`src/hw/rtl/hvd_pkg.sv`:
```
// Haversine distance pipeline: shared constants, CORDIC arctangent table, cell data types.
// No dependencies.
`timescale 1ns / 1ps

package hvd_pkg;

    // CORDIC, divider and square root geometry
    localparam int ANGLE_STEPS = 32;
    localparam int STEP_W      = $clog2(ANGLE_STEPS);
    localparam int MAG_WIDTH   = 26;
    localparam int DIV_STAGES  = 3;
    localparam int SQRT_STEPS  = 31;
    localparam int RAD_WIDTH   = 2 * SQRT_STEPS;
    localparam int REM_WIDTH   = 34;
    localparam int VEC_WIDTH   = 49;

    // input reg, divider, fold, rotation, sign fix, three multiplies,
    // sum/clamp, complement, square root, vectoring, three output stages
    localparam int LATENCY = 1 + DIV_STAGES + 1 + ANGLE_STEPS + 1 + 3 + 2
                             + SQRT_STEPS + ANGLE_STEPS + 3;

    localparam logic [6:0]         DIVISOR      = 7'd45;
    localparam logic [5:0]         ROUND_BIAS   = 6'd22;
    // ceil(2^32 / 45): exact floor(m / 45) for m < 2^26
    localparam logic [26:0]        RECIP_45     = 27'd95443718;
    // ceil(2^24 / 45): exact floor(n / 45) for the remainder term n < 2^18
    localparam logic [18:0]        RECIP_FRAC   = 19'd372828;
    localparam logic signed [32:0] INV_GAIN_Q30 = 33'sd652032874;
    localparam logic [30:0]        PI_Q29       = 31'd1686629713;
    localparam logic [25:0]        DIST_MAX     = 26'd52706125;
    localparam logic [15:0]        RADIUS_RESET = 16'd6378;

    // atan(2^-i) in binary angle, 2^32 per turn
    localparam logic [31:0] ATAN_TABLE [ANGLE_STEPS] = '{
        32'h20000000, 32'h12E4051E, 32'h09FB385B, 32'h051111D4,
        32'h028B0D43, 32'h0145D7E1, 32'h00A2F61E, 32'h00517C55,
        32'h0028BE53, 32'h00145F2F, 32'h000A2F98, 32'h000517CC,
        32'h00028BE6, 32'h000145F3, 32'h0000A2FA, 32'h0000517D,
        32'h000028BE, 32'h0000145F, 32'h00000A30, 32'h00000518,
        32'h0000028C, 32'h00000146, 32'h000000A3, 32'h00000051,
        32'h00000029, 32'h00000014, 32'h0000000A, 32'h00000005,
        32'h00000003, 32'h00000001, 32'h00000001, 32'h00000000
    };

    typedef struct packed {
        logic [MAG_WIDTH-1:0] mag;
        logic                 neg;
    } div_t;

    typedef struct packed {
        logic [31:0] q;
        logic        neg;
    } quo_t;

    typedef struct packed {
        logic signed [32:0] x;
        logic signed [32:0] y;
        logic signed [33:0] z;
        logic               flip;
    } rot_t;

    typedef struct packed {
        logic [RAD_WIDTH-1:0]  rad;
        logic [REM_WIDTH-1:0]  rem;
        logic [SQRT_STEPS-1:0] root;
    } sqrt_t;

    typedef struct packed {
        logic signed [VEC_WIDTH-1:0] x;
        logic signed [VEC_WIDTH-1:0] y;
        logic [31:0]                 z;
    } vec_t;

endpackage

```
`src/hw/rtl/hvd_vec_cell.sv`:
```
// Vectoring-mode CORDIC cell: drives y toward zero, accumulates angle.
// Depends on hvd_pkg (arctangent table, vec_t).
`timescale 1ns / 1ps

module hvd_vec_cell
    import hvd_pkg::*;
(
    input  logic              clk,
    input  logic [STEP_W-1:0] step,
    input  vec_t              din,
    output vec_t              dout
);

    vec_t dout_reg;
    vec_t dout_next;
    logic signed [VEC_WIDTH-1:0] xs;
    logic signed [VEC_WIDTH-1:0] ys;

    assign xs = din.x >>> step;
    assign ys = din.y >>> step;

    always_comb
    begin
        if (!din.y[VEC_WIDTH-1])
        begin
            dout_next.x = din.x + ys;
            dout_next.y = din.y - xs;
            dout_next.z = din.z + ATAN_TABLE[step];
        end
        else
        begin
            dout_next.x = din.x - ys;
            dout_next.y = din.y + xs;
            dout_next.z = din.z - ATAN_TABLE[step];
        end
    end

    always_ff @(posedge clk)
    begin
        dout_reg <= dout_next;
    end

    assign dout = dout_reg;

endmodule

```
`config.mk`:
```
export PLATFORM = sky130hd
export DESIGN_NAME = hvd_vec_cell
export DESIGN_NICKNAME = d
export VERILOG_FILES = /design/src/hw/rtl/hvd_pkg.sv /design/src/hw/rtl/hvd_vec_cell.sv
export SDC_FILE = /design/constraint.sdc
export NUM_CORES = 1
export LEC_CHECK = 0
export BUFFER_PORTS_ARGS = -buffer_cell sky130_fd_sc_hd__buf_2
export CAP_MARGIN = 40
export CORE_MARGIN = 2
export CORE_UTILIZATION = 48
export CTS_BUF_LIST = sky130_fd_sc_hd__clkbuf_8
export DETAILED_ROUTE_END_ITERATION = 8
export PLACE_DENSITY = 0.65
export SYNTH_ARGS = -nofsm -noshare
export SYNTH_HDL_FRONTEND = slang
export SYNTH_SLANG_ARGS = --single-unit
```
`constraint.sdc`:
```
create_clock -name clk -period 12.9 [get_ports clk]
set_clock_uncertainty 0.05 [all_clocks]
set_input_delay 0 -clock clk [delete_from_list [all_inputs] [get_ports clk]]
set_output_delay 0 -clock clk [all_outputs]
set_load 0.01 [all_outputs]
```
==> impl_metrics.csv <==
group,metric,value,unit
power_and_ir_drop,power_density,119,nW/um2
place,routabilityCongestion,0.987,
cells_and_area,antenna_cells,0,
synthesis,ys_types,96,
synthesis,yosys_most_used_dff,"dfxtp_1",
synthesis,synth_seq_area_share,13.3,%
synthesis,synthXorXnorAreaFrac,10.0,%
grt,grt_pass1_vias,19922,
power_and_ir_drop,seqPwrFrac,23.1,%
synthesis,synth_enable_flop_cells,0,
worst_setup_path,path_class,"in -> reg",
clock_network,cts.repair.resized,0,
cells_and_area,final_layout_size_suffix_gt1_share,20.0,%
drt,antenna_left,0,
power_and_ir_drop,combPwrFrac,62.5,%
synthesis,synth_cells,2373,
clock_network,numCtsBuffers,17,
power_and_ir_drop,power.share.clock,14.4,%
sta,holdWs,0.0604,ns
place,portBuffers,265,
place,placed_cells,3038,
drt,drtPass1Iterations,8,
synthesis,syn_area,19500,um2
floorplan,initial_core_util,48.9,%
worst_setup_path,crit_fanout,53,
synthesis,synth_top_family_by_area,"compound AO/OA/AOI/OAI gates",
power_and_ir_drop,peakVddDrop,111,uV
clock_network,cts_tree,"done",
clock_network,clk_pin_slew_worst_paths,0.07,ns
sta,tightest_slew,1.06,ns
synthesis,async_flop_share,0,%
drt,vias,20840,
floorplan,core_area,40000,um2
sta,slew_headroom,29.3,%
cells_and_area,largest_reg_flops,130,
power_and_ir_drop,leakagePower,0.00965,uW
worst_setup_path,start_kind,"input port",
worst_setup_path,cp.arrival,7.85,ns
sta,finalHoldViolations,0,
clock_network,post_cts_buffers,0,
clock_network,h-tree-depth,4,
cells_and_area,final_cell_mix,"buf_2 (259), nor2_1 (209), a21oi_1 (203), nand2_1 (181), xnor2_1 (147)",
cells_and_area,synthToLayoutAreaGrowth,17.0,%
status,outcome,"finished clean",
worst_setup_path,crit_required,13.30,ns
sta,fmax,0.134,GHz
sta,fin_setup_tns,0,ns
floorplan,die_h,206,um
drt,via_per_inst,6.49,
power_and_ir_drop,switching_share,43.6,%
synthesis,synthAdderAreaFrac,9.01,%
synthesis,synthSimpleGateAreaFrac,17.2,%
sta,maxSlewViolCount,0,
cells_and_area,layout.nets,2949,
cells_and_area,finalNonFillerCells,3212,
grt,antenna_found_initial,0,
place,dp_hpwl,57.1,mm
clock_network,postCtsHoldBufs,142,
worst_setup_path,cp-startpoint,"step[0]",
grt,grt_max_degree,81,
synthesis,synth_mux_area_share,22.6,%
drt,drt-initial-drc-count,2551,
floorplan,rows,73,
grt,overflow,0,
sta,rsz0062_at_grt,"false",
sta,setup_viol_count_final,0,
grt,busiest_layer,"met2",
floorplan,die_area,42400,um2
synthesis,ys_warn_count,0,
min_path,hp-class,"in -> reg",
grt,grt_use_met3,10.1,%
grt,gr-usage-met2,53.0,%
synthesis,synth-compound-area-share,23.1,%
cells_and_area,final_common_cell,"buf_2",
clock_network,numClockSinks,130,
clock_network,cts.path.max_buffers,2,
power_and_ir_drop,p_int,1540,uW
grt,track_usage,35.6,%
drt,drc,0,
synthesis,ys_ff_latch,130,
floorplan,fp.dieW,206,um
power_and_ir_drop,p_total,2720,uW
floorplan,pin_count,266,
sta,period_minus_slack,7.45,ns
min_path,min_from,"din[74]",
synthesis,syn_nets,2648,
synthesis,avgSynthCellArea,8.24,um2
drt,routedWlPerCell,23.6,um
run,drv_cap,0,
sta,post-route-period-util,57.8,%
grt,grt_pass1_wl,115,mm
worst_setup_path,end_kind,"flop",
drt,routed_wl,75.8,mm
grt,grt_util_met1,49.1,%
clock_network,root_buffer,"clkbuf_8",
power_and_ir_drop,p_sw,1190,uW
power groups by stage:
stage / Sequential, uW / Combinational (uW) / Clock [uW]
floorplan: 737 / 976 / 0
global placement: 630 / 1570 / 0
detailed placement: 636 / 1580 / 0
CTS: 630 / 1670 / 408
global route: 645 / 1850 / 421
finish: 629 / 1700 / 391
cell usage after synthesis, types with 7 or more instances:
master	number	area, um2
nand3_1	37	185
o21ai_1	7	35.0
mux2i_1	88	881
dfxtp_1	130	2600
a311oi_1	7	61.3
a31oi_1	42	263
a21o_1	61	458
a21oi_1	203	1020
inv_1	64	240
clkbuf_1	77	289
or2_2	17	106
and4_1	7	61.3
mux2_1	8	90.1
o31ai_1	13	97.6
a22oi_1	7	52.6
and3_1	29	181
a211oi_1	27	203
o21ai_0	138	691
and2_1	22	138
buf_1	27	101
a221oi_1	10	87.6
o21a_1	29	218
o211ai_1	24	180
o22a_1	7	61.3
buf_6	7	78.8
ha_1	136	1700
mux2_2	59	664
mux4_2	122	2750
nor2_1	209	785
nor3_1	45	225
nand4_1	18	113
xor2_1	77	674
nand2_1	181	679
o21bai_1	14	105
a41oi_1	12	105
nor2b_1	32	200
o22ai_1	21	131
or3_1	13	81.3
nand2b_1	38	238
xnor2_1	147	1290
buf_2	23	115
critical path: stages:
cell and delay, ns:
buf_6 0.42, buf_4 0.68, mux4_2 0.63, mux4_2 0.53
a211o_1 0.28, a21boi_1 0.24, nor4bb_1 0.73, nand2_1 0.29
nor2_1 0.16, nor2_1 0.07, xor2_1 0.17, ha_1 0.25
or3_1 0.44, a21oi_1 0.14, nor2_1 0.08, o311ai_0 0.39
nand2_1 0.23, a41oi_1 0.45, o21ai_0 0.22, o31ai_1 0.44
inv_1 0.08, a21oi_1 0.20, xnor2_1 0.08, dlygate4sd3_1 0.56
layer usage:
metal,part of all wire [%],vias up
met2,43,1247
met1,42,9892
met4,2.9,0
met5,0,-
met3,12,170
li1,-,9531
cell families (layout without fill, tap and decap cells):
family                     count (synthesis)  count (layout)
AOI/OAI and AO/OA                        703             703
xor gates and xnor gates                 224             224
adders and majority gates                139             139
buffers and inverters                    209             523
DFF                                      130             130
muxes                                    278             278
and+or+nand+nor                          690             690
layout make-up:
class / instances / area [um2]
clock buffers: 19 / 262
clock inverters: 13 / 168
fillers: 3690 / 17100
inverters: 65 / 244
multi-input cells: 2034 / 16000
flip-flops and latches: 130 / 2600
well taps: 525 / 657
repair buffers: 426 / 2930
worst paths after layout:
check / to / cells after the start
max: dout[71] / 24
min: dout[75] / 5
metrics by stage:
stage	area [um2]	utilization (%)	setup slack, ns
5_1_grt	22900	57.2	4.95
4_1_cts	22900	57.2	5.69
6_report	22900	57.2	5.45
2_1_floorplan	19500	-	6.01
3_3_place_gp	21000	52.4	5.39
3_5_place_dp	21000	52.5	5.12
Note: power is estimated with default switching activity, not from simulation.
