[src/hw/rtl/hvd_pkg.sv]
// Haversine distance pipeline: shared constants, CORDIC arctangent table, cell data types.
// No dependencies.
`timescale 1ns / 1ps

package hvd_pkg;

    // CORDIC, divider and square root geometry
    localparam int ANGLE_STEPS = 32;
    localparam int STEP_W      = $clog2(ANGLE_STEPS);
    localparam int MAG_WIDTH   = 26;
    localparam int DIV_STAGES  = 3;
    localparam int SQRT_STEPS  = 31;
    localparam int RAD_WIDTH   = 2 * SQRT_STEPS;
    localparam int REM_WIDTH   = 34;
    localparam int VEC_WIDTH   = 49;

    // input reg, divider, fold, rotation, sign fix, three multiplies,
    // sum/clamp, complement, square root, vectoring, three output stages
    localparam int LATENCY = 1 + DIV_STAGES + 1 + ANGLE_STEPS + 1 + 3 + 2
                             + SQRT_STEPS + ANGLE_STEPS + 3;

    localparam logic [6:0]         DIVISOR      = 7'd45;
    localparam logic [5:0]         ROUND_BIAS   = 6'd22;
    // ceil(2^32 / 45): exact floor(m / 45) for m < 2^26
    localparam logic [26:0]        RECIP_45     = 27'd95443718;
    // ceil(2^24 / 45): exact floor(n / 45) for the remainder term n < 2^18
    localparam logic [18:0]        RECIP_FRAC   = 19'd372828;
    localparam logic signed [32:0] INV_GAIN_Q30 = 33'sd652032874;
    localparam logic [30:0]        PI_Q29       = 31'd1686629713;
    localparam logic [25:0]        DIST_MAX     = 26'd52706125;
    localparam logic [15:0]        RADIUS_RESET = 16'd6378;

    // atan(2^-i) in binary angle, 2^32 per turn
    localparam logic [31:0] ATAN_TABLE [ANGLE_STEPS] = '{
        32'h20000000, 32'h12E4051E, 32'h09FB385B, 32'h051111D4,
        32'h028B0D43, 32'h0145D7E1, 32'h00A2F61E, 32'h00517C55,
        32'h0028BE53, 32'h00145F2F, 32'h000A2F98, 32'h000517CC,
        32'h00028BE6, 32'h000145F3, 32'h0000A2FA, 32'h0000517D,
        32'h000028BE, 32'h0000145F, 32'h00000A30, 32'h00000518,
        32'h0000028C, 32'h00000146, 32'h000000A3, 32'h00000051,
        32'h00000029, 32'h00000014, 32'h0000000A, 32'h00000005,
        32'h00000003, 32'h00000001, 32'h00000001, 32'h00000000
    };

    typedef struct packed {
        logic [MAG_WIDTH-1:0] mag;
        logic                 neg;
    } div_t;

    typedef struct packed {
        logic [31:0] q;
        logic        neg;
    } quo_t;

    typedef struct packed {
        logic signed [32:0] x;
        logic signed [32:0] y;
        logic signed [33:0] z;
        logic               flip;
    } rot_t;

    typedef struct packed {
        logic [RAD_WIDTH-1:0]  rad;
        logic [REM_WIDTH-1:0]  rem;
        logic [SQRT_STEPS-1:0] root;
    } sqrt_t;

    typedef struct packed {
        logic signed [VEC_WIDTH-1:0] x;
        logic signed [VEC_WIDTH-1:0] y;
        logic [31:0]                 z;
    } vec_t;

endpackage

[src/hw/rtl/hvd_sqrt_cell.sv]
// Integer square root cell: one result bit per stage (restoring).
// Depends on hvd_pkg (sqrt_t).
`timescale 1ns / 1ps

module hvd_sqrt_cell
    import hvd_pkg::*;
(
    input  logic  clk,
    input  sqrt_t din,
    output sqrt_t dout
);

    sqrt_t dout_reg;
    sqrt_t dout_next;
    logic [REM_WIDTH-1:0] rem_sh;
    logic [REM_WIDTH-1:0] trial;

    assign rem_sh = {din.rem[REM_WIDTH-3:0], din.rad[RAD_WIDTH-1:RAD_WIDTH-2]};
    assign trial  = {1'b0, din.root, 2'b01};

    always_comb
    begin
        dout_next.rad = {din.rad[RAD_WIDTH-3:0], 2'b00};
        if (rem_sh >= trial)
        begin
            dout_next.rem  = rem_sh - trial;
            dout_next.root = {din.root[SQRT_STEPS-2:0], 1'b1};
        end
        else
        begin
            dout_next.rem  = rem_sh;
            dout_next.root = {din.root[SQRT_STEPS-2:0], 1'b0};
        end
    end

    always_ff @(posedge clk)
    begin
        dout_reg <= dout_next;
    end

    assign dout = dout_reg;

endmodule

[config.mk]
export PLATFORM = sky130hd
export DESIGN_NAME = hvd_sqrt_cell
export DESIGN_NICKNAME = d
export VERILOG_FILES = /design/src/hw/rtl/hvd_pkg.sv /design/src/hw/rtl/hvd_sqrt_cell.sv
export SDC_FILE = /design/constraint.sdc
export NUM_CORES = 1
export LEC_CHECK = 0
export BUFFER_PORTS_ARGS = -buffer_cell sky130_fd_sc_hd__clkbuf_2
export CELL_PAD_IN_SITES_DETAIL_PLACEMENT = 1
export CELL_PAD_IN_SITES_GLOBAL_PLACEMENT = 2
export CORE_MARGIN = 2
export CORE_UTILIZATION = 25
export DETAILED_ROUTE_END_ITERATION = 10
export PLACE_DENSITY_LB_ADDON = 0.1
export SYNTH_ARGS = -nofsm -noshare
export SYNTH_HDL_FRONTEND = slang
export SYNTH_SLANG_ARGS = --single-unit
[constraint.sdc]
create_clock -name clk -period 3.3 [get_ports clk]
set_clock_uncertainty 0.2 [all_clocks]
set_input_delay 0.825 -clock clk [delete_from_list [all_inputs] [get_ports clk]]
set_output_delay 0.825 -clock clk [all_outputs]
set_load 0.1 [all_outputs]
==> out/results.txt, run 1 <==
Cell count after synthesis - 508
First-pass GRT wire length - 24670 µm
Max VDD drop - 337.3 µV
CP Data Required Time - 3.40 ns
Status - finished clean
H-tree lvl count - 4
Share of layout cells above drive strength 1 - 43.56%
CP Capture Type - flop
Avg WL per Cell - 14.82 µm
Hold Violations, Final - 0
Vias in the first global route - 5008
Sequential fraction of the synthesis area - 50.49%
Worst-margin pin slew - 0.5861 ns
Area grow syn2layout - 52.49%
Final slew viol count - 0
Num ports - 255
Pin count of the biggest net entering global routing - 17
Post-CTS setup buffer count - 0
TritonCTS buffer count - 17
M1 GR Usage - 17.36%
Buffers added on ports - 250
CP Launch Type - input port
CTS Buffer Depth - 2
RSZ-0062 raised after global routing - false
FF+latch count, synth - 125
Met2 Usage GRT - 27.63%
Fillers - 2322
Worst slew margin - 61.09%
Final setup viols - 0
Die H - 144.8 µm
GP Congestion - 0.7599
Setup Crit Path Kind - input port to flop
Busiest grt layer - met2
Post-synth EDFFs - 0
Mapped cell area - 4956 µm²
Slowest stage cell, crit path - ha_1
Fmax - 323.0 MHz
Met3 GRT Util - 4.146%
Dpl cell area - 6927 µm²
Remaining DRCs - 0
Final min period - 3.096 ns
GRT Util Overall - 15.29%
Clock Root Buffer - clkbuf_16
# clock sinks - 125
Post-cts resize count - 0
Initial Util - 25.46%
Final net count - 986
Post-CTS Hold Buffers - 0
Max reg flops - 125
HP Class - input port to flop
Row Count - 51
Core region area - 19460 µm²
Multi-input logic area - 2178 µm²
Utilization after layout - 38.83%
Reg clk slew, reported paths - 0.06 ns
Synth Area per Inst - 9.756 µm²
Crit path cell chain - clkbuf_2 > inv_1 > ha_1 > nor2b_4 > o31a_1 > o31ai_2 > a21oi_2 > o211a_4 > o21ai_4 > inv_2 > buf_4 > nor2_1 > a21oi_1
Via-per-instance ratio - 4.344
CTS tree - built
Fin crit share - 93.82%
Asr flop ratio synth - 0%
Final wirelength - 16350 µm
Synth Flop Type - dfxtp_1
Critical path fanouts, max - 10
Largest stage delay, worst path - 0.34 ns
Routed vias - 4791
Netlist cell types - 58
Yosys warns - 0
CP arrival - 3.20 ns
TritonRoute pass-1 iters - 4
Initial antenna violation count - 0
Initial DRC count - 143
Grt ovf - 0
Leakage - 3.904 nW
Max Cap Viol - 0
Die width - 144.8 µm
Ant diodes - 0
Storage element area - 2502 µm²
Die Area - 20970 µm²
Post-DP HPWL - 13630 µm
Finished Cell Area - 7557 µm²
Routed Antenna Nets - 0
PD cells - 760.1 nW/µm²
## metal layers
| layer | routed length (µm) | vias up |
|---|---|---|
| met4 | 173 | 0 |
| met3 | 1195 | 12 |
| met2 | 8360 | 150 |
| met1 | 6620 | 2235 |
| met5 | 0 | - |
| li1 | - | 2394 |
## through the flow
step / hold WS [ns] / setup slack [ns] / cells / TNS [ns] / total power (W)
final: 0.3018 / 0.2039 / 1103 / 0 / 0.005744
after global routing: 0.2782 / 0.04764 / 1103 / 0 / 0.006012
after CTS: 0.2808 / 0.1830 / 1103 / 0 / 0.005838
after detailed placement: 0.7296 / -0.2634 / 1071 / -6.242 / 0.003803
after global placement: 0.7270 / -0.2248 / 1071 / -5.675 / 0.003784
after floorplan: 0.6527 / 0.1384 / 509 / 0 / 0.003325
## final timing paths
path | to | slack [ns] | start | depth (start not counted)
worst max-delay path | dout[61]$_DFF_P_ | 0.20 | din[0] | 13
worst min-delay path | dout[67]$_DFF_P_ | 0.30 | din[65] | 1
## power by group
part | switching [W] | leakage (nW) | internal, W
clock | 0.000776 | 0.302 | 0.00122
sequential | 0.0000402 | 1.05 | 0.00167
combinational | 0.00159 | 2.55 | 0.000451
## cell usage after synthesis (3+ instances only)
cell | n | area, µm²
buf_4 | 4 | 30.03
nor2_1 | 38 | 142.6
nand2b_1 | 4 | 25.02
or3_1 | 6 | 37.54
a21oi_1 | 40 | 200.2
o211ai_1 | 5 | 37.54
ha_1 | 33 | 412.9
and4_1 | 3 | 26.28
o31ai_1 | 6 | 45.04
a31oi_1 | 4 | 25.02
inv_1 | 43 | 161.4
buf_6 | 5 | 56.30
nand2_1 | 37 | 138.9
o21ai_0 | 22 | 110.1
clkbuf_1 | 6 | 22.52
nand3_1 | 13 | 65.06
xnor2_1 | 10 | 87.58
a21oi_2 | 4 | 35.03
xor2_1 | 12 | 105.1
and3_1 | 5 | 31.28
o21a_1 | 4 | 30.03
nand4_1 | 6 | 37.54
dfxtp_1 | 125 | 2502
a21o_1 | 16 | 120.1
nor3_1 | 10 | 50.05
a211oi_1 | 7 | 52.55
## cell families after synthesis
logic type / share of synthesized area, %
flops: 50.49
buf+inv: 5.630
xor+xnor: 3.888
mux: 0.6312
simple gates: 12.57
other cells: 0.07567
compound gates: 18.38
fa+ha+maj: 8.331
## final cells by class
cell class	count	share of cell area (%)
Clock buffer	17	5.629
Clock inverter	15	2.715
Inverter	44	2.185
Multi-Input combinational cell	324	28.82
Sequential cell	125	33.11
Tap cell	265	4.387
Timing Repair Buffer	313	23.15
## cells in the final DEF (no fill, tap or decap), types with 16 or more instances in the layout
master,instances
dfxtp_1,125
inv_1,43
ha_1,33
a21o_1,16
nand2_1,37
a21oi_1,40
clkbuf_2,250
nor2_1,38
buf_4,61
o21ai_0,22
clkbuf_16,17
## worst max-delay path, delay by kind of cell
kind	cells	cell delay, ns
AOI/OAI and AO/OA	6	1.28
adders and majority gates	1	0.34
and+or+nand+nor	2	0.25
buffers and inverters	4	0.50
(Power assumes the default switching activity.)
==> run 2, diff against run 1 <==
--- a/config.mk
+++ b/config.mk
@@ -11,7 +11,9 @@
 export CORE_MARGIN = 2
 export CORE_UTILIZATION = 25
 export DETAILED_ROUTE_END_ITERATION = 10
+export GPL_ROUTABILITY_DRIVEN = 0
 export PLACE_DENSITY_LB_ADDON = 0.1
+export REMOVE_ABC_BUFFERS = 1
 export SYNTH_ARGS = -nofsm -noshare
 export SYNTH_HDL_FRONTEND = slang
 export SYNTH_SLANG_ARGS = --single-unit
==> run 2 against run 1 <==
  * Non-clock buffer count rose by 5
  * Utilization fell by 0.090 points
  * Sequential cell count did not move
  * Die area did not move
  * Worst setup slack improved by 0.039 ns
==> out/results.txt, run 2 (synthesis gave the netlist of run 1 again) <==
Fmax - 327.1 MHz
Clock Root Buffer - clkbuf_16
CTS tree - built
Share of layout cells above drive strength 1 - 43.89%
CP Data Required Time - 3.41 ns
Most common cell after layout, fill and taps aside - clkbuf_2
Worst-margin pin slew - 0.5930 ns
GRT Util Overall - 16.50%
Ant diodes - 0
Buffers added on ports - 250
Row Count - 51
Max VDD drop - 331.0 µV
Core region area - 19460 µm²
# clock sinks - 125
Via-per-instance ratio - 4.313
Setup Crit Path Kind - input port to flop
Initial Util - 25.46%
Reg clk slew, reported paths - 0.07 ns
Max Cap Viol - 0
Post-CTS setup buffer count - 0
Remaining DRCs - 0
Initial DRC count - 94
Avg WL per Cell - 15.69 µm
Hold Violations, Final - 0
Final wirelength - 17390 µm
Grt ovf - 0
Vias in the first global route - 5025
TritonCTS buffer count - 17
Post-DP HPWL - 14490 µm
CTS Buffer Depth - 2
Non-filler cells, final - 1108
Hold Startpoint - din[111]
RSZ-0062 raised after global routing - false
PD cells - 745.4 nW/µm²
Final net count - 991
Post-CTS Hold Buffers - 0
Die width - 144.8 µm
HP Class - input port to flop
Worst Slack Setup Final - 0.2433 ns
Status - finished clean
CP Launch Type - input port
Critical path fanouts, max - 8
Num ports - 255
H-tree lvl count - 4
TritonRoute pass-1 iters - 4
Die Area - 20970 µm²
First-pass GRT wire length - 26010 µm
Dpl cell area - 6964 µm²
Final slew viol count - 0
Final setup viols - 0
Max reg flops - 125
Setup WS pre-CTS - -0.2199 ns
Initial antenna violation count - 1
Die H - 144.8 µm
Total power - 0.005620 W
Worst setup startpoint - din[0]
Final min period - 3.057 ns
Routed vias - 4779
Fin crit share - 92.63%
Placed cells - 1076
Routed Antenna Nets - 0
CP arrival - 3.17 ns
Post-cts resize count - 0
Leakage - 3.902 nW
Worst slew margin - 60.63%
Pin count of the biggest net entering global routing - 21
Finished Cell Area - 7540 µm²
Area grow syn2layout - 52.13%
Most frequent cells in the layout - clkbuf_2, dfxtp_1, buf_4
CP Capture Type - flop
Utilization after layout - 38.74%
## run 2: stage by stage
stage          setup TNS [ns]  hold slack, ns
2_1_floorplan          -6.171          0.6527
3_3_place_gp           -4.382          0.7270
3_5_place_dp           -4.748          0.7294
4_1_cts                     0          0.2860
5_1_grt                     0          0.2767
6_report                    0          0.3037
## run 2: layout make-up
cell class / instances / area (µm²)
Multi-Input combinational cell: 324 / 2178
Inverter: 44 / 165.2
Tap cell: 265 / 331.6
Sequential cell: 125 / 2502
Clock buffer: 17 / 425.4
Clock inverter: 15 / 150.1
Timing Repair Buffer: 318 / 1787
Fill cell: 2345 / 11920
## run 2: power by group
part | internal, W | total [W] | switching, W
Combinational | 0.000457 | 0.00206 | 0.00160
Sequential | 0.00167 | 0.00171 | 0.0000418
Clock | 0.00106 | 0.00185 | 0.000793
## run 2: final timing paths
kind	endpoint	depth (start not counted)	slack (ns)
worst min-delay path	dout[113]$_DFF_P_	1	0.30
worst max-delay path	dout[57]$_DFF_P_	13	0.24
## run 2: worst max-delay path, stage by stage
cell and delay [ns]:
clkbuf_2 0.09, inv_1 0.04, ha_1 0.31, nor2b_4 0.14, o31a_1 0.28, o31ai_2 0.30
a21oi_2 0.16, o211a_4 0.30, o21ai_4 0.20, inv_2 0.16, buf_4 0.21, nor2_1 0.10
nor3_1 0.06
## run 2: routing by layer
| metal | wire length, µm | track usage (%) | up-vias | share of wire, % |
|---|---|---|---|---|
| met5 | 13 | 0 | - | 0.075 |
| met4 | 202 | 5.672 | 2 | 1.2 |
| met3 | 1575 | 5.364 | 16 | 9.1 |
| met2 | 8498 | 29.27 | 166 | 49 |
| met1 | 7098 | 18.56 | 2185 | 41 |
| li1 | - | - | 2410 | - |
