<file path="config.mk">
export PLATFORM = sky130hd
export DESIGN_NAME = hvd_rot_cell
export DESIGN_NICKNAME = d
export VERILOG_FILES = /design/src/hw/rtl/hvd_pkg.sv /design/src/hw/rtl/hvd_rot_cell.sv
export SDC_FILE = /design/constraint.sdc
export NUM_CORES = 1
export LEC_CHECK = 0
export ABC_AREA = 1
export BUFFER_PORTS_ARGS = -buffer_cell sky130_fd_sc_hd__clkbuf_2
export CAP_MARGIN = 15
export CORE_MARGIN = 2
export CORE_UTILIZATION = 60
export CTS_BUF_LIST = sky130_fd_sc_hd__clkbuf_16
export DETAILED_ROUTE_END_ITERATION = 16
export PLACE_DENSITY = 0.83
export SYNTH_ARGS = -nofsm -noshare
export SYNTH_HDL_FRONTEND = slang
export SYNTH_SLANG_ARGS = --single-unit
</file>
<file path="constraint.sdc">
create_clock -name clk -period 4.9 [get_ports clk]
set_input_delay 0.49 -clock clk [delete_from_list [all_inputs] [get_ports clk]]
set_output_delay 0.49 -clock clk [all_outputs]
set_load 0.005 [all_outputs]
</file>
<file path="src/hw/rtl/hvd_pkg.sv">
// Haversine distance pipeline: shared constants, CORDIC arctangent table, cell data types.
// No dependencies.
`timescale 1ns / 1ps

package hvd_pkg;

    // CORDIC, divider and square root geometry
    localparam int ANGLE_STEPS = 32;
    localparam int STEP_W      = $clog2(ANGLE_STEPS);
    localparam int MAG_WIDTH   = 26;
    localparam int DIV_STAGES  = 3;
    localparam int SQRT_STEPS  = 31;
    localparam int RAD_WIDTH   = 2 * SQRT_STEPS;
    localparam int REM_WIDTH   = 34;
    localparam int VEC_WIDTH   = 49;

    // input reg, divider, fold, rotation, sign fix, three multiplies,
    // sum/clamp, complement, square root, vectoring, three output stages
    localparam int LATENCY = 1 + DIV_STAGES + 1 + ANGLE_STEPS + 1 + 3 + 2
                             + SQRT_STEPS + ANGLE_STEPS + 3;

    localparam logic [6:0]         DIVISOR      = 7'd45;
    localparam logic [5:0]         ROUND_BIAS   = 6'd22;
    // ceil(2^32 / 45): exact floor(m / 45) for m < 2^26
    localparam logic [26:0]        RECIP_45     = 27'd95443718;
    // ceil(2^24 / 45): exact floor(n / 45) for the remainder term n < 2^18
    localparam logic [18:0]        RECIP_FRAC   = 19'd372828;
    localparam logic signed [32:0] INV_GAIN_Q30 = 33'sd652032874;
    localparam logic [30:0]        PI_Q29       = 31'd1686629713;
    localparam logic [25:0]        DIST_MAX     = 26'd52706125;
    localparam logic [15:0]        RADIUS_RESET = 16'd6378;

    // atan(2^-i) in binary angle, 2^32 per turn
    localparam logic [31:0] ATAN_TABLE [ANGLE_STEPS] = '{
        32'h20000000, 32'h12E4051E, 32'h09FB385B, 32'h051111D4,
        32'h028B0D43, 32'h0145D7E1, 32'h00A2F61E, 32'h00517C55,
        32'h0028BE53, 32'h00145F2F, 32'h000A2F98, 32'h000517CC,
        32'h00028BE6, 32'h000145F3, 32'h0000A2FA, 32'h0000517D,
        32'h000028BE, 32'h0000145F, 32'h00000A30, 32'h00000518,
        32'h0000028C, 32'h00000146, 32'h000000A3, 32'h00000051,
        32'h00000029, 32'h00000014, 32'h0000000A, 32'h00000005,
        32'h00000003, 32'h00000001, 32'h00000001, 32'h00000000
    };

    typedef struct packed {
        logic [MAG_WIDTH-1:0] mag;
        logic                 neg;
    } div_t;

    typedef struct packed {
        logic [31:0] q;
        logic        neg;
    } quo_t;

    typedef struct packed {
        logic signed [32:0] x;
        logic signed [32:0] y;
        logic signed [33:0] z;
        logic               flip;
    } rot_t;

    typedef struct packed {
        logic [RAD_WIDTH-1:0]  rad;
        logic [REM_WIDTH-1:0]  rem;
        logic [SQRT_STEPS-1:0] root;
    } sqrt_t;

    typedef struct packed {
        logic signed [VEC_WIDTH-1:0] x;
        logic signed [VEC_WIDTH-1:0] y;
        logic [31:0]                 z;
    } vec_t;

endpackage

</file>
<file path="src/hw/rtl/hvd_rot_cell.sv">
// Rotation-mode CORDIC cell: one micro-rotation per stage.
// Depends on hvd_pkg (arctangent table, rot_t).
`timescale 1ns / 1ps

module hvd_rot_cell
    import hvd_pkg::*;
(
    input  logic              clk,
    input  logic [STEP_W-1:0] step,
    input  rot_t              din,
    output rot_t              dout
);

    rot_t dout_reg;
    rot_t dout_next;
    logic signed [32:0] xs;
    logic signed [32:0] ys;
    logic signed [33:0] ang;

    assign xs  = din.x >>> step;
    assign ys  = din.y >>> step;
    assign ang = signed'({2'b00, ATAN_TABLE[step]});

    always_comb
    begin
        dout_next = din;
        if (!din.z[33])
        begin
            dout_next.x = din.x - ys;
            dout_next.y = din.y + xs;
            dout_next.z = din.z - ang;
        end
        else
        begin
            dout_next.x = din.x + ys;
            dout_next.y = din.y - xs;
            dout_next.z = din.z + ang;
        end
    end

    always_ff @(posedge clk)
    begin
        dout_reg <= dout_next;
    end

    assign dout = dout_reg;

endmodule

</file>
==> impl_metrics.tcl, run 1 <==
set metrics [dict create \
    syn_inst 2538 \
    layout_filler_cell_count 2260 \
    synthTopCellsByArea "nand2_1 (22%), dfxtp_1 (14%), nand3_1 (13%), ha_1 (9.4%), xor2_1 (6.1%)" \
    final_standard_cell_area_without_fillers_um2 16200 \
    postCtsSetupRepairBufs 0 \
    critPathKind "primary input to register" \
    avgViaCountPerCell 5.89 \
    synth.distinct_cells 50 \
    gpl.final_weighted_congestion 1.11 \
    arrival_worst_endpoint_ps 4900 \
    postRouteAntennaNets 0 \
    grt_usage_pct 36.5 \
    post_synthesis_cell_area_um2 14500 \
    syn_area_per_cell_um2 5.69 \
    number_of_flip_flops_under_the_largest_register_name 101 \
    fraction_of_power_consumed_by_sequential_logic_pct 26.3 \
    timing.final.ws_setup_ps 301 \
    cap_viol_max_count 0 \
    achievable-frequency_mhz 217 \
    clkPwrFrac_pct 15.4 \
    worst_setup_hold_path_clk_slew_ps 80 \
    crit_path_max_fanout 6 \
    clock_sink_count 101 \
    synth_top_area_share_pct 21.9 \
    final_period_minus_worst_setup_slack_ps 4600 \
    finalNetCount 2939 \
    final_min_period_over_clock_period_pct 93.9 \
    tritoncts_clock_tree "done" \
    placed_cells 3029 \
    status "finished, final reports clean" \
    wire_length_of_the_first_global_routing_pass_um 77200 \
    avgRoutedWirePerCell_um 15.8 \
    final_cell_count_no_fill 3045 \
    detail_route.iter0.violations 2108 \
    hold_class "primary input to register" \
    switching_share_pct 45.5 \
    globalRouteOverflowTotal 0 \
    grt_max_degree 77 \
    cts_buffers 9 \
    finalWirelength_um 48100 \
    floorplan.io_pins 208 \
    initial_core_util_pct 61.4 \
    clock_tree_root_driver_cell "clkbuf_16" \
    drc_errors 0 \
    grt_pass1_vias 16300 \
    leakage_nw 8.77 \
    first_pass_iters 7 \
    worst_hold_path_stage_count 1 \
    post_route_cells_drive_above_1_share_pct 12.7 \
    min-delay-start "din[0]" \
    yosys_register_bits 101 \
    setup_viol 0 \
    vias 17900 \
    internal_power_w 0.00262 \
    yosys_warnings 0 \
    syn2layout_area_growth_pct 12.4 \
    cts.hold.buffers_added 0 \
    place_worst_setup_slack_ps 25.3 \
    vdd_ir_drop_max_uv 159 \
    worst_ep_required_time_ps 5200 \
    setup-tns-final_ps 0 \
    report.final.slew_viol_count 0 \
    timing.max_slew.rel_slack_pct 63.2 \
    clockBufferDepth 2 \
    placeableCoreArea_um2 23500 \
    portBuffers 207 \
    cts-htree-levels 3 \
    fp.dieW_um 159 \
    whs_ps 219 \
    timing_hold_violations_final 0 \
    number_of_antenna_violations_at_the_first_check_in_global_routing 0 \
    vertical_die_dimension_um 159 \
    p_sw_w 0.00219 \
    n_antenna_cell 0 \
    placementRows 56 \
    synth.largest_area_cell "nand2_1" \
    hold_end "dout[0]$_DFF_P_" \
    floorplan.die_area_um2 25300 \
    power_frac_comb_pct 58.3 \
    placed_area_um2 15900 \
    cts.repair.resized 0 \
    synth_async_sr_flop_share_pct 0 \
    detailed_place_hpwl_um 38900 \
    tightest_slew_ps 549 \
    seq_area_frac_synth_pct 14.0 \
    crit_path_end_kind "register" \
    synthFlopType "dfxtp_1" \
    worst_setup_start_kind "primary input" \
    syn_nets 2756 \
    powerDensity_nw_per_um2 296 \
    synth-edff-count 0 \
]
placed cells by master (no fill, tap or decap), drive strengths merged, types with 2 or more instances in the layout:
cell,count
a211oi,9
a21o,9
a21oi,137
a221oi,3
a22oi,2
a31oi,11
buf,52
clkbuf,216
clkinv,3
dfxtp,101
fa,3
ha,108
inv,254
nand2,856
nand3,367
nand3b,15
nand4,19
nor2,225
nor3,26
nor4,13
o2111ai,2
o211ai,9
o21a,17
o21ai,103
o21bai,3
o22ai,4
or2,2
xnor2,50
xor2,100
critical path: stages:
cell and delay, ps:
clkbuf_2 210, inv_2 90, ha_1 340, nor2_1 140
nor2_1 60, nand2_1 120, o21ai_1 100, a21oi_2 220
ha_1 210, inv_1 50, nor2_1 100, nand3_1 80
or2_1 270, nor2_1 100, nand2_1 130, nor2_4 170
inv_2 100, nand3b_1 90, nand2_1 70, ha_1 370
nand2_1 160, nor4_1 470, nand3_1 130, nand4_1 160
a21o_1 180, nand2_1 60, nand3_1 90, xor2_1 140
layer usage:
| metal | up-vias | track usage [%] | share of wire [%] | routed length, µm |
|---|---|---|---|---|
| li1 | 8653 | - | - | - |
| met1 | 7906 | 45.4 | 39 | 18600 |
| met2 | 1147 | 60.0 | 45 | 21400 |
| met3 | 233 | 6.07 | 10 | 5030 |
| met4 | 0 | 20.7 | 6.4 | 3060 |
| met5 | - | 0 | 0 | 0 |
worst max-delay path by stage:
stage               startpoint                to  slack (ps)
floorplan              step[1]  dout[33]$_DFF_P_         560
global placement       step[1]  dout[32]$_DFF_P_         190
detailed placement     step[1]  dout[32]$_DFF_P_          30
CTS                    step[1]  dout[32]$_DFF_P_         390
global route           step[1]  dout[65]$_DFF_P_          -5
finish                 step[1]  dout[33]$_DFF_P_         300
cell type report:
cell class	count	area [µm²]	share of cell area (%)
multi-input cells	2099	11000	68.0
flip-flops and latches	101	2020	12.5
repair buffers	259	1550	9.55
inverters	251	942	5.80
well taps	319	399	2.46
clock buffers	9	225	1.39
clock inverters	7	60.1	0.370
Yosys cell counts, types with 11 or more instances:
cell type / instances
nand3b_1: 14
xnor2_1: 50
clkbuf_1: 22
xor2_1: 100
nand2_1: 843
nand2_2: 11
buf_1: 13
buf_4: 13
inv_2: 21
nand3_1: 366
inv_1: 230
o21a_1: 17
nor2_1: 204
a31oi_1: 11
buf_2: 31
dfxtp_1: 101
nand4_1: 19
a21oi_1: 132
nor3_1: 26
nor4_1: 13
ha_1: 108
o21ai_0: 91
nor2_2: 17
kinds of logic after synthesis:
family                   after synthesis  share of synthesized area (%)
adder cells (fa/ha/maj)              111                           9.77
AO/OA/AOI/OAI                        314                           12.5
XOR/XNOR                             150                           9.09
AND/OR/NAND/NOR                     1524                           44.8
flip-flops                           101                           14.0
buffers and inverters                338                           9.80
metrics by stage:
step,utilization (%),power (W)
final,69.0,0.00481
after global routing,69.0,0.00517
after CTS,68.9,0.00476
after detailed placement,67.7,0.00402
after global placement,67.7,0.00396
after floorplan,-,0.00307
power by group through the flow:
stage / registers (W) / clock network (W) / logic [W]
after floorplan: 0.00134 / 0 / 0.00174
after global placement: 0.00128 / 0 / 0.00268
after detailed placement: 0.00129 / 0 / 0.00273
after CTS: 0.00127 / 0.000743 / 0.00275
after global routing: 0.00130 / 0.000777 / 0.00310
final: 0.00127 / 0.000740 / 0.00281
(Power assumes the default switching activity.)
==> run 2: changes to the inputs <==
- ABC_AREA: 1 -> 0
==> run 2 against run 1 <==
Against the previous run: the flow now stops in global routing (5_1_grt); synthesized cell count down 31%; area after synthesis up 1.8%.
==> impl_metrics.tcl, run 2 <==
set metrics [dict create \
    grt_pass1_vias 26400 \
    yosysMostFrequentCell "a21oi_1" \
    clockBufferDepth 2 \
    synth.distinct_cells 103 \
    post_synthesis_cell_area_um2 14700 \
    syn_area_per_cell_um2 8.40 \
    synth_top_cells_by_count "a21oi_1 (154), nor2_1 (134), nand2_1 (127)" \
    clock_sink_count 101 \
    wire_length_of_the_first_global_routing_pass_um 175000 \
    first_error_line_in_the_log "[ERROR GRT-0116] Global routing finished with congestion. Check the congestion regions in the DRC Viewer." \
    cts_buffers 9 \
    cts-htree-levels 3 \
    synth_top_area_share_pct 13.7 \
    initial_core_util_pct 60.9 \
    grt_max_degree 76 \
    synth-edff-count 0 \
    synthTopCellsByArea "dfxtp_1 (14%), ha_1 (9.2%), mux4_2 (9.0%), xnor2_1 (6.0%), a21oi_1 (5.2%)" \
    detailed_place_hpwl_um 54000 \
    portBuffers 207 \
    yosys_warnings 0 \
    placementRows 57 \
    place_worst_setup_slack_ps -977 \
    synth.largest_area_cell "dfxtp_1" \
    yosys_register_bits 101 \
    status "aborted with a tool error" \
    seq_area_frac_synth_pct 13.7 \
    flow.stopped_at "global routing (5_1_grt)" \
    cts.hold.buffers_added 0 \
    syn_inst 1751 \
    gpl.final_weighted_congestion 1.29 \
    synth_async_sr_flop_share_pct 0 \
    synthFlopType "dfxtp_1" \
    vertical_die_dimension_um 161 \
    floorplan.io_pins 208 \
    clock_tree_root_driver_cell "clkbuf_16" \
    fp.dieW_um 161 \
    globalRouteOverflowTotal 405 \
    grt_usage_pct 87.6 \
    syn_nets 1969 \
]
-- run 2: what timing repair did --
item                                    4_1_cts
resized for setup                           132
endpoints found under the setup margin       44
pin swaps                                    67
setup buffers                                43
gates cloned                                  3
-- run 2: cells by family after synthesis --
logic type,Yosys count,share of synthesized area [%]
multiplexers,178,20.1
AO/OA/AOI/OAI,544,24.6
buffers and inverters,157,5.17
adder cells (fa/ha/maj),111,9.59
XOR/XNOR,161,9.58
flip-flops,101,13.7
AND/OR/NAND/NOR,499,17.2
-- run 2: metal layers --
layer,GRT usage [%],GRT overflow
met5,50.2,9
met4,94.1,161
met3,78.8,21
met2,98.7,183
met1,84.5,31
-- run 2: stage by stage --
| stage | setup TNS [ps] | cells | hold slack (ps) | utilization, % | instance area [µm²] |
|---|---|---|---|---|---|
| after floorplan | -751 | 1751 | 518 | - | 15000 |
| after global placement | -8300 | 2811 | 595 | 85.7 | 20700 |
| after detailed placement | -27020 | 2811 | 602 | 85.7 | 20700 |
| after CTS | -332 | 2872 | 210 | 90.7 | 21900 |
==> run 3: changes to the inputs <==
- CORE_UTILIZATION: 60 -> 40
- CTS_BUF_LIST: sky130_fd_sc_hd__clkbuf_16 -> default
- PLACE_DENSITY: 0.83 -> default
- PLACE_DENSITY_LB_ADDON: default -> 0.15
==> run 3 against run 2 <==
Against the previous run: the flow now finishes, with violations (setup timing); synthesized cell count is the same; area after synthesis did not move.
==> impl_metrics.tcl, run 3 <==
set metrics [dict create \
    clock_tree_root_driver_cell "clkbuf_16" \
    detailed_place_hpwl_um 54700 \
    multi_input_area_um2 12800 \
    grt_pass1_vias 17900 \
    synth-compound-area-share_pct 24.6 \
    leakage_nw 11.1 \
    synth.largest_area_cell "dfxtp_1" \
    clockBufferDepth 2 \
    tritoncts_clock_tree "done" \
    first_pass_iters 6 \
    timing_hold_violations_final 0 \
    synth_fa_ha_area_share_pct 9.59 \
    timing.final.ws_setup_ps -164 \
    whs_ps 199 \
    synth-edff-count 0 \
    regArea_um2 2020 \
    proportion_of_synthesized_area_in_mux_cells_pct 20.1 \
    worst_setup_hold_path_clk_slew_ps 80 \
    finalWirelength_um 68100 \
    synth.distinct_cells 103 \
    yosysMostFrequentCell "a21oi_1" \
    clock_sink_count 101 \
    setup_repair_after_global_routing_missed_its_margin "yes" \
    fp.dieW_um 196 \
    globalRouteOverflowTotal 0 \
    avgRoutedWirePerCell_um 21.7 \
    floorplan.io_pins 208 \
    layout_filler_cell_count 3247 \
    syn_area_per_cell_um2 8.40 \
    failed_checks "setup timing" \
    synth_top_area_share_pct 13.7 \
    worst_hold_path_stage_count 1 \
    drc_errors 0 \
    synth_top_family_by_area "compound AO/OA/AOI/OAI gates" \
    syn2layout_area_growth_pct 59.8 \
    grt_usage_pct 34.2 \
    yosys_warnings 0 \
    post_route_cells_drive_above_1_share_pct 48.8 \
    crit_path_max_fanout 6 \
    synth_async_sr_flop_share_pct 0 \
    vdd_ir_drop_max_uv 218 \
    synth_top_cells_by_count "a21oi_1 (154), nor2_1 (134), nand2_1 (127)" \
    cap_viol_max_count 0 \
    timing.max_slew.rel_slack_pct 51.2 \
    placed_cells 3054 \
    final_period_minus_worst_setup_slack_ps 5060 \
    portBuffers 207 \
    most-common-layout-cells "buf_4 (758), clkbuf_2 (202), a21oi_1 (139)" \
    tightest_slew_ps 733 \
    seq_area_frac_synth_pct 13.7 \
    cts-htree-levels 3 \
    worst_setup_start_kind "primary input" \
    postRouteAntennaNets 0 \
    placed_area_um2 21600 \
    number_of_antenna_violations_at_the_first_check_in_global_routing 0 \
    detail_route.iter0.violations 1376 \
    synthFlopType "dfxtp_1" \
    cts_buffers 9 \
    placementRows 70 \
    post_synthesis_cell_area_um2 14700 \
    final_standard_cell_utilization_of_the_core_pct 64.5 \
    number_of_flip_flops_under_the_largest_register_name 101 \
    gpl.final_weighted_congestion 0.984 \
    avgViaCountPerCell 5.74 \
    yosys.area_share.xor_xnor_pct 9.58 \
    final_min_period_over_clock_period_pct 103 \
    syn_nets 1969 \
    synthTopCellsByArea "dfxtp_1 (14%), ha_1 (9.2%), mux4_2 (9.0%), xnor2_1 (6.0%), a21oi_1 (5.2%)" \
    achievable-frequency_mhz 197 \
    vias 18000 \
    final_common_cell "buf_4" \
    final_cell_count_no_fill 3143 \
    initial_core_util_pct 40.4 \
    vertical_die_dimension_um 196 \
    syn_inst 1751 \
    setup_viol 6 \
    crit_path_end_kind "register" \
    report.final.slew_viol_count 0 \
    arrival_worst_endpoint_ps 5390 \
    placeableCoreArea_um2 36400 \
    powerDensity_nw_per_um2 264 \
    final_standard_cell_area_without_fillers_um2 23500 \
    floorplan.die_area_um2 38300 \
    status "finished, violations left" \
    n_antenna_cell 0 \
    hold_class "primary input to register" \
    wire_length_of_the_first_global_routing_pass_um 101000 \
    critPathKind "primary input to register" \
    finalNetCount 2890 \
    synthSimpleGateAreaFrac_pct 17.2 \
    grt_max_degree 59 \
    yosys_register_bits 101 \
    worst_ep_required_time_ps 5230 \
]
-- run 3: cell counts after synthesis --
Identical to the previous run, type by type.
-- run 3: final timing paths --
check	startpoint	end	slack [ps]
hold / removal	din[0]	dout[0]$_DFF_P_	200
setup / recovery	step[0]	dout[100]$_DFF_P_	-160
-- run 3: through the flow --
stage / TNS (ps) / total power [W] / worst slack [ps]
final: -556 / 0.00620 / -164
after global routing: -2990 / 0.00661 / -360
after CTS: -4.71 / 0.00594 / -4.71
after detailed placement: -21050 / 0.00506 / -799
after global placement: -17390 / 0.00501 / -774
after floorplan: -751 / 0.00317 / -173
-- run 3: logic make-up (layout without fill, tap and decap cells) --
kind of cell             Yosys count  after routing
AO/OA/AOI/OAI                    544            544
AND/OR/NAND/NOR                  499            499
multiplexers                     178            178
XOR/XNOR                         161            161
buffers and inverters            157           1081
adder cells (fa/ha/maj)          111            111
flip-flops                       101            101
-- run 3: layout make-up --
type / count / share of cell area, %
Inverter: 58 / 0.990
Multi-Input combinational cell: 1493 / 54.6
Clock inverter: 4 / 0.319
Tap cell: 468 / 2.49
Timing Repair Buffer: 1009 / 32.0
Sequential cell: 101 / 8.60
Clock buffer: 10 / 0.974
-- run 3: repair_timing --
action	in CTS	in global routing
pin swaps	18	88
buffers inserted	18	51
hold buffers	0	0
endpoints found under the hold margin	0	0
gates cloned	2	4
gates resized for setup	37	174
setup endpoints to repair	26	37
-- run 3: report_power, final --
part	internal, W	leakage, nW	switching, W
logic	0.00214	10.1	0.00199
clock network	0.000442	0.141	0.000363
registers	0.00117	0.852	0.0000916
-- run 3: worst max-delay path, stage by stage --
cell	delay, ps
buf_16	100
buf_4	130
buf_12	120
buf_12	120
mux4_2	540
mux2i_2	210
mux2i_1	110
buf_4	170
a221oi_4	380
buf_6	170
nand4b_1	120
buf_6	160
inv_1	70
and3_4	170
nor2_1	50
xnor2_1	140
ha_1	330
o21ai_0	210
nand2b_1	130
a21oi_2	180
a211oi_2	80
a211o_1	320
o21ai_2	170
buf_4	140
a31oi_4	100
a311oi_2	310
xnor2_1	160
-- run 3: metal layers --
| metal | vias to the layer above | part of all wire [%] | GRT usage (%) |
|---|---|---|---|
| li1 | 8502 | - | - |
| met1 | 8649 | 40 | 41.0 |
| met2 | 728 | 49 | 60.1 |
| met3 | 163 | 6.3 | 5.02 |
| met4 | 0 | 5.2 | 16.3 |
| met5 | - | 0 | 0 |
